==> src/rtl/mes_pkg.sv <==
// Shared types and constants for the margin edge scanner.
package mes_pkg;

  localparam int POSITION_BITS = 12;
  localparam int COUNT_BITS    = 13;
  localparam int SUM_BITS      = 17;
  localparam int AREA_BITS     = 16;
  localparam int GAP_BITS      = 12;
  localparam int EDGE_BITS     = 12;
  localparam int OUTCOME_BITS  = 2;
  localparam int PADDR_BITS    = 3;

  localparam logic [SUM_BITS-1:0] SUM_MAX = {SUM_BITS{1'b1}};

  localparam logic [OUTCOME_BITS-1:0] OUTCOME_THRESHOLD = 2'd0;
  localparam logic [OUTCOME_BITS-1:0] OUTCOME_RUNS      = 2'd1;
  localparam logic [OUTCOME_BITS-1:0] OUTCOME_NO_INK    = 2'd2;
  localparam logic [OUTCOME_BITS-1:0] OUTCOME_UNUSED    = 2'd3;

  // Register select is the word address bit.
  localparam logic REG_DEFECT_AREA = 1'b0;
  localparam logic REG_GAP_LIMIT   = 1'b1;

  typedef struct packed {
    logic [POSITION_BITS-1:0] position;
    logic [COUNT_BITS-1:0]    dark_count;
    logic                     last;
  } sample_t;

  typedef struct packed {
    logic [EDGE_BITS-1:0]    edge_position;
    logic [OUTCOME_BITS-1:0] outcome;
  } result_t;

  typedef struct packed {
    logic [AREA_BITS-1:0] defect_area;
    logic [GAP_BITS-1:0]  gap_limit;
  } cfg_t;

  typedef struct packed {
    logic    valid;
    result_t data;
  } result_push_t;

endpackage

==> src/rtl/mes_core.sv <==
// Scan state and per-sample update: run tracking, threshold check, edge pick.
module mes_core import mes_pkg::*; (
  input  logic         clk,
  input  logic         rst,
  input  logic         accept,
  input  sample_t      sample,
  input  cfg_t         cfg,
  output result_push_t push
);

  logic [SUM_BITS-1:0]      run_sum, run_sum_next;
  logic [POSITION_BITS-1:0] run_start, run_start_next;
  logic                     run_start_valid, run_start_valid_next;
  logic [POSITION_BITS-1:0] prior_start, prior_start_next;
  logic                     prior_start_valid, prior_start_valid_next;
  logic                     scan_done, scan_done_next;

  logic [SUM_BITS:0]        sum_wide;
  logic [SUM_BITS-1:0]      sum_sat;

  function automatic logic [POSITION_BITS-1:0] pick_edge(
    input logic [POSITION_BITS-1:0] cur,
    input logic [POSITION_BITS-1:0] prior,
    input logic                     prior_ok,
    input logic [GAP_BITS-1:0]      gap
  );
    logic [POSITION_BITS-1:0] span;
    span = (cur >= prior) ? (cur - prior) : (prior - cur);
    if (prior_ok && (span <= gap))
      return prior;
    return cur;
  endfunction

  assign sum_wide = {1'b0, run_sum} + (SUM_BITS+1)'(sample.dark_count);
  assign sum_sat  = sum_wide[SUM_BITS] ? SUM_MAX : sum_wide[SUM_BITS-1:0];

  always_comb begin
    run_sum_next           = run_sum;
    run_start_next         = run_start;
    run_start_valid_next   = run_start_valid;
    prior_start_next       = prior_start;
    prior_start_valid_next = prior_start_valid;
    scan_done_next         = scan_done;
    push                   = '0;

    if (sample.last) begin
      if (!scan_done) begin
        push.valid = accept;
        if (!run_start_valid) begin
          push.data.edge_position = EDGE_BITS'(sample.position);
          push.data.outcome       = OUTCOME_NO_INK;
        end else begin
          push.data.edge_position = EDGE_BITS'(pick_edge(run_start, prior_start,
                                                         prior_start_valid, cfg.gap_limit));
          push.data.outcome       = OUTCOME_RUNS;
        end
      end
      run_sum_next           = '0;
      run_start_next         = '0;
      run_start_valid_next   = 1'b0;
      prior_start_next       = '0;
      prior_start_valid_next = 1'b0;
      scan_done_next         = 1'b0;
    end else if (!scan_done) begin
      if (sample.dark_count == '0) begin
        run_sum_next = '0;
      end else begin
        // first nonzero sample opens a new run
        if (run_sum == '0) begin
          if (run_start_valid) begin
            prior_start_next       = run_start;
            prior_start_valid_next = 1'b1;
          end
          run_start_next       = sample.position;
          run_start_valid_next = 1'b1;
        end
        run_sum_next = sum_sat;
        if (sum_sat >= SUM_BITS'(cfg.defect_area)) begin
          push.valid              = accept;
          push.data.edge_position = EDGE_BITS'(pick_edge(run_start_next, prior_start_next,
                                                         prior_start_valid_next,
                                                         cfg.gap_limit));
          push.data.outcome       = OUTCOME_THRESHOLD;
          scan_done_next          = 1'b1;
        end
      end
    end
  end

  always_ff @(posedge clk) begin
    if (rst) begin
      run_sum           <= '0;
      run_start         <= '0;
      run_start_valid   <= 1'b0;
      prior_start       <= '0;
      prior_start_valid <= 1'b0;
      scan_done         <= 1'b0;
    end else if (accept) begin
      run_sum           <= run_sum_next;
      run_start         <= run_start_next;
      run_start_valid   <= run_start_valid_next;
      prior_start       <= prior_start_next;
      prior_start_valid <= prior_start_valid_next;
      scan_done         <= scan_done_next;
    end
  end

endmodule

==> src/rtl/mes_out_buf.sv <==
// Result register with a skid entry so the input side keeps moving.
module mes_out_buf import mes_pkg::*; (
  input  logic         clk,
  input  logic         rst,
  input  result_push_t push,
  output logic         full,
  output logic         result_valid,
  input  logic         result_stall,
  output result_t      result
);

  logic    skid_valid;
  result_t skid;
  logic    take;

  assign take = result_valid && !result_stall;
  assign full = skid_valid;

  always_ff @(posedge clk) begin
    if (rst) begin
      result_valid <= 1'b0;
      skid_valid   <= 1'b0;
    end else if (skid_valid) begin
      // input is stalled while the skid entry is occupied
      if (take) begin
        skid_valid <= 1'b0;
      end
    end else if (push.valid) begin
      if (!result_valid || take) begin
        result_valid <= 1'b1;
      end else begin
        skid_valid <= 1'b1;
      end
    end else if (take) begin
      result_valid <= 1'b0;
    end
  end

  always_ff @(posedge clk) begin
    if (skid_valid) begin
      if (take) begin
        result <= skid;
      end
    end else if (push.valid) begin
      if (!result_valid || take) begin
        result <= push.data;
      end else begin
        skid <= push.data;
      end
    end
  end

endmodule

==> src/rtl/margin_edge_scan_top.sv <==
// Margin edge scanner top level: configuration registers, scan core, result buffer.
//
// Takes one profile sample per cycle unless sample_stall is high and returns
// at most one result per scan: outcome 0 when an ink run's summed dark count
// reaches defect_area (later samples are skipped until the last item), else
// outcome 1 or 2 on the last item. The state update is one 17-bit saturating
// add and compare between the scan state registers and the result register.
// A two-entry result buffer lets samples keep flowing while a result waits;
// sample_stall rises only when both entries are held. Registers: defect_area
// at 0x0, gap_limit at 0x4; write while idle.
module margin_edge_scan_top import mes_pkg::*; (
  input  logic                  clk,
  input  logic                  rst,
  input  logic                  sample_valid,
  output logic                  sample_stall,
  input  sample_t               sample,
  output logic                  result_valid,
  input  logic                  result_stall,
  output result_t               result,
  input  logic                  psel,
  input  logic                  penable,
  input  logic                  pwrite,
  input  logic [PADDR_BITS-1:0] paddr,
  input  logic [31:0]           pwdata,
  output logic [31:0]           prdata,
  output logic                  pready
);

  cfg_t         cfg;
  result_push_t push;
  logic         buf_full;
  logic         accept;
  logic         reg_sel;

  assign pready  = 1'b1;
  assign reg_sel = paddr[2];
  assign accept  = sample_valid && !sample_stall;
  assign sample_stall = buf_full;

  always_ff @(posedge clk) begin
    if (rst) begin
      cfg.defect_area <= AREA_BITS'(12);
      cfg.gap_limit   <= GAP_BITS'(4);
    end else if (psel && penable && pwrite) begin
      unique case (reg_sel)
        REG_DEFECT_AREA: cfg.defect_area <= pwdata[AREA_BITS-1:0];
        REG_GAP_LIMIT:   cfg.gap_limit   <= pwdata[GAP_BITS-1:0];
        default: ;
      endcase
    end
  end

  always_comb begin
    unique case (reg_sel)
      REG_DEFECT_AREA: prdata = 32'(cfg.defect_area);
      REG_GAP_LIMIT:   prdata = 32'(cfg.gap_limit);
      default:         prdata = '0;
    endcase
  end

  mes_core u_core (
    .clk    (clk),
    .rst    (rst),
    .accept (accept),
    .sample (sample),
    .cfg    (cfg),
    .push   (push)
  );

  mes_out_buf u_out_buf (
    .clk          (clk),
    .rst          (rst),
    .push         (push),
    .full         (buf_full),
    .result_valid (result_valid),
    .result_stall (result_stall),
    .result       (result)
  );

endmodule

==> config.mk <==
export PLATFORM = sky130hd
export DESIGN_NAME = margin_edge_scan_top
export DESIGN_NICKNAME = d
export VERILOG_FILES = /design/src/rtl/mes_pkg.sv /design/src/rtl/mes_core.sv /design/src/rtl/mes_out_buf.sv /design/src/rtl/margin_edge_scan_top.sv
export SDC_FILE = /design/constraint.sdc
export NUM_CORES = 1
export LEC_CHECK = 0
export BUFFER_PORTS_ARGS = -buffer_cell sky130_fd_sc_hd__clkbuf_2
export CORE_AREA = 2 2 130 132
export CTS_CLUSTER_DIAMETER = 200
export CTS_CLUSTER_SIZE = 25
export DETAILED_ROUTE_END_ITERATION = 10
export DIE_AREA = 0 0 132 134
export PLACE_DENSITY = 0.87
export REMOVE_ABC_BUFFERS = 1
export SYNTH_ARGS = -nofsm -noshare
export SYNTH_HDL_FRONTEND = slang
export SYNTH_SLANG_ARGS = --single-unit
==> constraint.sdc <==
create_clock -name clk -period 7 [get_ports clk]
set_clock_uncertainty 0.1 [all_clocks]
set_input_delay 1.4 -clock clk [delete_from_list [all_inputs] [get_ports clk]]
set_output_delay 1.4 -clock clk [all_outputs]
set_load 0.005 [all_outputs]
==> results.md, run 1 <==
Setup path:
- The nature of the critical path endpoint is a register.
- The startpoint of the most critical register-to-register path is u_core.run_sum[1]$_SDFFE_PP0P_.
- The cell class contributing the biggest share of worst-path delay is compound AO/OA/AOI/OAI gates.
- The worst setup path is launched from a register.
- For this design, the slowest cell found on the critical path is sky130_fd_sc_hd__fa_1.
- The critical path contains buffers and inverters numbering 3 combined.
- The maximum fanout along the worst path is 13.
- The setup path with the least slack is of type register to register.
- The maximum cell stage delay along the critical path is 0.47 ns.
- The data arrival time of the critical path is between 6 and 7 ns.
- The start point of the critical path is u_core.run_sum[1]$_SDFFE_PP0P_.
- At the worst endpoint, the required time is around 7 ns.

Timing:
- In the final timing run, aggregate negative setup slack is 0 ns.
- The actual slew at the worst max-slew pin is roughly 1.3 ns.
- The total count of hold-check failures in the final report came to 0.
- Setup repair after global routing left no endpoint under its margin.
- The setup violation total in the final timing report is 0.
- The number of max-slew violations in the final report came to 0.
- After layout, the minimum clock period comes to roughly 6.7 ns.
- Measured against its own limit, the worst slew margin works out to between 10 and 15%.
- The final cycle utilization of the critical path is 95.1%.
- Derived from the worst setup path, the maximum achievable clock frequency is 0.150 GHz.
- The worst slack on hold paths is ~0.36 ns.

Place:
- At the end of routability-driven placement, the weighted congestion stood at between 0.9 and 1.
- Port buffering added about 80 buffers.
- Detailed placement ended at an HPWL of around 17000 µm.

Floorplanning:
- The total die area is around 0.018 mm².
- The standard cell core area is 0.0163 mm².
- The I/O pin total is 117.
- The cell row count is 47.
- For this configuration, the core starts out at a cell density of roughly 53%.
- The floorplan step set the die width to roughly 130 µm.
- The floorplan step set the die height to about 130 µm.

Cells and area:
- In the final layout, the share of cells above drive strength 1 is between 10 and 15%.
- The final-stage net count is 1265.
- The area growth from synthesis to layout is 9.52%.
- The most common library cell in the layout ignoring fill and taps is sky130_fd_sc_hd__nand2_1.
- The count of inserted antenna diode cells is 0.
- In the layout the commonest cells are sky130_fd_sc_hd__nand2_1 (113), sky130_fd_sc_hd__ha_1 (99), sky130_fd_sc_hd__a21oi_1 (84).

Global routing:
- The number of antenna violations at the first check in global routing is 0.
- Global routing used 25.5% of the available tracks.
- The via count of the first global-routing pass is 7465.
- The wire length of the first global-routing pass is about 37000 µm.
- Entering global routing, the biggest net connects 38 pins.
- The sum of overflow across all layers after global routing is 0.

Drt:
- The final layout contains routed wiring with a total length of ~23000 µm.
- The violation count after the first detailed-route iteration is 622.
- The number of design rule violations left after detail routing is 0.
- For this run, the detailed router's first-pass iteration total came to 5.
- After detailed routing, the average wire length per cell comes to between 15 and 20 µm.
- Dividing the detail-routed via count by the number of cells gives 5.95.
- Detailed routing inserted a total of just under 8000 vias.
- The number of routed nets with antenna violations is 0.

Yosys:
- The synthesized area is 0.00865 mm².
- During synthesis, Yosys emitted a total of 0 warnings.
- The synthesized flop and latch total is 102.
- Summing the sequential cell areas from Yosys gives 26.8% of the chip area.
- The number of instances in the synthesized netlist is approximately 1000.
- Dividing the synthesized area by the synthesized cell count gives between 8 and 9 µm².
- The number of library cell types mapped by synthesis is between 60 and 70.
- For this run, asynchronously set or reset flops after synthesis account for 0%.
- For this run, the leading register cell type out of synthesis is sky130_fd_sc_hd__dfxtp_1.
- The number of enable flip-flop cells after synthesis is 28.

Clock network:
- The clock tree buffer depth is 2.
- The clock input transition at the sequential cells of the worst setup and hold paths is ~0.080 ns.
- The CTS H-tree depth is 3.
- The clock latency on the worst-skew pair is ~0.36 ns.
- The tree is rooted in a sky130_fd_sc_hd__clkbuf_16.
- The clock net sink count is 102.
- Buffers inserted during clock tree synthesis total 9.
- The clock tree from TritonCTS is yes.

Flow run:
- Max-cap violations in this run came to 0.

Pwr:
- The analysis attributes to cell leakage a power of around 4.0 nW.
- The total power of the final layout is around 2.2 mW.
- The power per cell area is 236 mW/mm².
- The worst vdd rail ir drop is between 100 and 150 µV.

Run status:
- The flow ran to the end, and the final reports show no timing, DRC or antenna violations.

Hold path:
- In this run the most critical hold path is launched from cfg[13]$_SDFFE_PP0P_.
- The type of the tightest min-delay check is register to register.
synthesized netlist by cell type, drive strengths merged (2+ instances only):
library cell / count / area (µm²)
a2111oi: 2 / 17.5
nor4: 6 / 58.8
a22oi: 44 / 330
nand2: 114 / 435
ha: 99 / 1240
a211oi: 7 / 52.6
clkbuf: 32 / 120
o21ai: 67 / 339
nand3: 15 / 75.1
or2: 3 / 18.8
a32o: 3 / 30.0
nand4: 16 / 100
buf: 32 / 225
or3: 2 / 12.5
nor3b: 2 / 15.0
nand3b: 3 / 35.0
nand2b: 9 / 56.3
nor2: 80 / 308
o21a: 8 / 60.1
o211ai: 9 / 67.6
inv: 92 / 345
a22o: 3 / 26.3
a31oi: 4 / 25.0
a21o: 30 / 225
o41ai: 5 / 51.3
nor3: 9 / 45.0
a21oi: 85 / 429
xor2: 12 / 105
o21bai: 4 / 30.0
o41a: 2 / 22.5
and2: 3 / 18.8
conb: 2 / 7.51
fa: 5 / 100
and3: 7 / 43.8
xnor2: 15 / 131
mux2: 6 / 67.6
edfxtp: 28 / 841
nor2b: 5 / 31.3
dfxtp: 74 / 1480
o221ai: 14 / 135
a221o: 3 / 30.0
a311oi: 2 / 23.8
mux2i: 62 / 733
a21boi: 3 / 33.8
path summary, 6_finish.rpt:
path	end	slack (ns)	cells past startpoint
min reg2reg	cfg[13]$_SDFFE_PP0P_	0.36	2
max reg2reg	u_out_buf.result[13]$_DFFE_PP_	0.34	25
max	u_out_buf.result[13]$_DFFE_PP_	0.34	25
min	cfg[13]$_SDFFE_PP0P_	0.36	2
sequential cells by signal, indices dropped and copies added (netlist names):
register,flops
u_core.scan_done,1
u_out_buf.full,1
u_core.run_start,12
u_out_buf.result,14
u_out_buf.result_valid,1
u_core.prior_start_valid,1
u_out_buf.skid,14
u_core.run_sum,17
cfg,28
u_core.run_start_valid,1
u_core.prior_start,12
final cells by class:
type                            instances  area (µm²)
Sequential cell                       102        2320
Clock inverter                          6        70.1
Clock buffer                           10         229
Tap cell                              220         275
Inverter                               92         345
Timing Repair Buffer                   95         514
Multi-Input combinational cell        793        5720
Fill cell                            1457        6820
power breakdown:
part | internal [mW] | leakage [nW] | switching (mW)
Clock | 0.281 | 0.147 | 0.237
Sequential | 0.646 | 0.865 | 0.0205
Combinational | 0.445 | 3.02 | 0.606
kinds of logic (layout without fill, tap and decap cells):
kind of cell             Yosys count  in the layout  share of synthesized area [%]
flip-flops                       102            102                           26.8
multiplexers                      68             68                           9.26
XOR/XNOR                          27             27                           2.73
AO/OA/AOI/OAI                    302            302                           23.0
AND/OR/NAND/NOR                  275            275                           14.6
buffers and inverters            156            203                           7.98
other                              2             17                         0.0868
adder cells (fa/ha/maj)          104            104                           15.5
per-layer routing:
layer  GRT usage [%]  wire length (µm)  vias up
met5               0                 0        -
met1            32.7              9920     3751
met4            10.7               619        0
met3            2.95              1060       45
met2            43.6             11000      252
li1                -                 -     3795
tightest hold or removal path, delay by kind of cell (launching register included):
kind            cells  cell delay (ns)
compound gates      1             0.05
flops               1             0.32
simple gates        1             0.05
through the flow:
| stage | instance area, µm² | util, % | setup WS [ns] | instances |
|---|---|---|---|---|
| 5_1_grt | 9470 | 58.2 | 0.0376 | 1318 |
| 3_5_place_dp | 9140 | 56.1 | 0.191 | 1299 |
| 2_1_floorplan | 8360 | - | 0.440 | 987 |
| 3_3_place_gp | 9140 | 56.1 | 0.262 | 1299 |
| 4_1_cts | 9440 | 58.0 | 0.121 | 1315 |
| 6_report | 9470 | 58.2 | 0.340 | 1318 |
timing repair:
| action | CTS | global route |
|---|---|---|
| hold buffers | 0 | 0 |
| setup buffers | 0 | 3 |
| endpoints found under the hold margin | 0 | 0 |
| resized for setup | 0 | 3 |
| setup endpoints to repair | 0 | 24 |
(Power assumes the default switching activity.)
==> run 2, diff against run 1 <==
MAX_ROUTING_LAYER = met4   (was unset)
==> run 2 against run 1 <==
- maximum frequency up 1.3%
- clock-buffer cell count up 2
- die area unchanged
- hold slack about the same
- clock power up 1%
- core utilization about the same
- sequential power about the same
- final cell count about the same
- wire length up 0.48%
- register-to-register slack better by 0.09 ns
- non-clock buffer count down 1
- critical endpoint is now u_out_buf.result[3]$_DFFE_PP_
==> results.md, run 2 (synthesized netlist as in run 1, its figures left out) <==
Hold path:
- The type of the tightest min-delay check is register to register.
- For hold timing, the worst endpoint is cfg[22]$_SDFFE_PP0P_.
- The start point of the worst hold path is cfg[22]$_SDFFE_PP0P_.
- The number of stages on the worst hold path is 2 (unchanged).

Setup path:
- STA classifies the critical path startpoint as a register.
- The cell with the largest stage delay on the worst path is sky130_fd_sc_hd__fa_1.
- The maximum cell stage delay along the critical path is 0.40 ns (-0.07 ns).
- The startpoint of the most critical register-to-register path is u_core.run_sum[9]$_SDFFE_PP0P_.
- The data arrival time of the critical path is 6.56 ns (-0.19 ns).
- The number of cells on the worst reg-to-reg path is 26 (+4.0%).
- The critical path's most frequent cell is sky130_fd_sc_hd__mux2i_1.
- The slack of the worst reg-to-reg path is 0.43 ns (+0.09 ns).
- STA classifies the critical path endpoint as a register.
- The cell class contributing the biggest share of worst-path delay is compound AO/OA/AOI/OAI gates.
- The critical path required time came to 6.99 ns (-0.10 ns).
- The maximum fanout along the worst path is 13 (unchanged).
- The worst setup path is of the register to register kind.
- The number of buffer and inverter instances along the worst setup path is 3 (unchanged).
- The endpoint of the lowest-slack register-to-register path is u_out_buf.result[3]$_DFFE_PP_.

Flow run:
- The number of maximum-capacitance constraint violations was 0 (unchanged).

Global routing:
- The number of antenna violations at the first check in global routing is 0 (unchanged).
- The via count of the first global-routing pass is 7508 (+0.58%).
- The largest net degree at the start of global routing was 38 (unchanged).
- The wire length of the first global-routing pass was 36800 µm (+0.19%).
- The sum of overflow across all layers after global routing is 0 (unchanged).
- The global-route total usage across every layer came to 26.3% (+0.87 points).

Cells and area:
- The register with the most flip-flops in the final layout is cfg.
- In the layout the commonest cells are sky130_fd_sc_hd__nand2_1 (113), sky130_fd_sc_hd__ha_1 (99), sky130_fd_sc_hd__a21oi_1 (84).
- The count of filler cells inserted in the layout is 1455 (-0.14%).
- The final-stage net count is 1264 (-0.079%).
- The largest registers in the layout are cfg (28), u_core.run_sum (17).
- The final standard cell count with taps included and fillers excluded is 1317 (-0.076%).
- The end-of-flow core utilization was 58.2% (about the same).
- The library cell used most frequently in the layout, excluding fill and tap cells, is sky130_fd_sc_hd__nand2_1.
- The flip-flop count of the largest register, all copies and words added is 28 (unchanged).
- The area growth from synthesis to layout was 9.58% (about the same).
- The count of inserted antenna diode cells is 0 (unchanged).
- The share of layout cells above drive strength 1 is 13.8% (about the same).

Drt:
- The highest metal layer carrying signal wires in the routed design is met4.
- The wire length reported by the detailed router was 22700 µm (+0.48%).
- The number of design rule violations left after detail routing was 0 (unchanged).
- The number of iterations in the first detailed-routing pass came to 7 (+2).
- The length of routed met2 wiring is 11000 µm (-0.13%).
- The detailed-routed wire length on met3 is 1430 µm (+35%).
- The routed length on met1 was 9670 µm (-2.5%).
- The number of routed nets with antenna violations was 0 (unchanged).
- The violation count after the first detailed-route iteration is 740 (+19%).
- The detailed-route via count is 7888 (+0.57%).
- The average wire per cell in the routed design came to 17.2 µm (+0.55%).
- The detailed-route vias per instance is 5.99 (+0.65%).

Timing:
- The worst slack on hold paths is 0.359 ns (-0.000313 ns).
- The setup violation total in the final timing report is 0 (unchanged).
- Setup repair after global routing left no endpoint under its margin.
- The total negative slack is 0 ns (unchanged).
- The actual slew at the worst max-slew pin is 1.26 ns (-0.0159 ns).
- The post-layout minimum cycle time is 6.57 ns (-0.0883 ns).
- The maximum frequency from static timing analysis is 0.152 GHz (+1.3%).
- The number of max-slew violations in the final report is 0 (unchanged).
- The total count of hold-check failures in the final report is 0 (unchanged).
- The relative slew slack was 15.6% (+1.1 points).
- The final cycle utilization of the critical path is 93.9% (-1.3 points).

Clock network:
- The CTS buffer count came to 9 (unchanged).
- The clock tree buffer depth came to 2 (unchanged).
- The clock input transition at the sequential cells of the worst setup and hold paths is 0.07 ns (about the same).
- The clock tree from TritonCTS is yes.
- The CTS H-tree depth was 3 (unchanged).
- The post-cts hold buffer count was 0 (unchanged).
- The clock net sink count was 102 (unchanged).
- The clock latency on the worst-skew pair is 0.36 ns (about the same).
- The cell sitting at the root of the clock tree is a sky130_fd_sc_hd__clkbuf_16.

Floorplanning:
- The standard cell core area is 0.0163 mm² (unchanged).
- The width of the chip is 132 µm (unchanged).
- The initial standard-cell utilization of the core came to 53.1% (unchanged).
- The cell row count is 47 (unchanged).
- The chip height was 134 µm (unchanged).
- The I/O pin total is 117 (unchanged).
- The total die area is 0.0177 mm² (unchanged).

Pwr:
- The worst vdd rail ir drop is 129 µV (+8.7%).
- The power per cell area came to 235 mW/mm² (-0.57%).
- The static leakage was 4.04 nW (about the same).
- The total power of the final layout was 2.22 mW (-0.52%).

Place:
- The final weighted congestion in routability-driven placement is 1.00 (+5.9%).
- The number of instances in the placed design is 1301 (+0.15%).
- The number of port buffers is 81 (unchanged).
- The post-DP HPWL is 17200 µm (about the same).

Run status:
- The run finished with clean final reports.
## run 2: tightest hold or removal path, cell delays in order, from the launching register on
cell	delay [ns]
sky130_fd_sc_hd__dfxtp_1	0.31
sky130_fd_sc_hd__nand2_1	0.05
sky130_fd_sc_hd__a21oi_1	0.05
## run 2: repair_timing
action,CTS,global route
setup endpoints to repair,0,24
gates resized for setup,0,4
buffers inserted,0,0
## run 2: layer usage
metal | vias up | global-route usage [%]
li1 | 3794 | -
met1 | 3732 | 32.5
met2 | 309 | 44.0
met3 | 53 | 4.04
met4 | 0 | 9.60
met5 | - | -
## run 2: area by class of cell
class / count / area, µm² / share of cell area [%]
Clock buffer: 12 / 279 / 2.94
Sequential cell: 102 / 2320 / 24.5
Inverter: 92 / 345 / 3.64
Multi-Input combinational cell: 793 / 5720 / 60.3
Timing Repair Buffer: 94 / 507 / 5.35
Clock inverter: 4 / 31.3 / 0.330
Tap cell: 220 / 275 / 2.90
## run 2: power by group
part | switching (mW) | internal [mW] | leakage (nW)
Clock | 0.237 | 0.288 | 0.154
Combinational | 0.596 | 0.435 | 3.02
Sequential | 0.0219 | 0.646 | 0.865
Total | 0.855 | 1.37 | 4.04
## run 2: worst max path at each step
stage                                               from                              to  slack, ns  cells after the start
after floorplan           u_core.run_sum[0]$_SDFFE_PP0P_  u_out_buf.result[13]$_DFFE_PP_       0.44                     25
after global placement    u_core.run_sum[1]$_SDFFE_PP0P_  u_out_buf.result[13]$_DFFE_PP_       0.44                     25
after detailed placement  u_core.run_sum[0]$_SDFFE_PP0P_  u_out_buf.result[12]$_DFFE_PP_       0.40                     24
after CTS                 u_core.run_sum[1]$_SDFFE_PP0P_   u_out_buf.result[2]$_DFFE_PP_       0.34                     24
after global routing      u_core.run_sum[1]$_SDFFE_PP0P_   u_out_buf.result[3]$_DFFE_PP_       0.03                     26
final                     u_core.run_sum[9]$_SDFFE_PP0P_   u_out_buf.result[3]$_DFFE_PP_       0.43                     26
## run 2: metrics by stage
step                      setup WS (ns)  cell area (µm²)
final                             0.428             9480
after global routing             0.0317             9480
after CTS                         0.338             9460
after detailed placement          0.396             9150
after global placement            0.441             9150
after floorplan                   0.440             8360
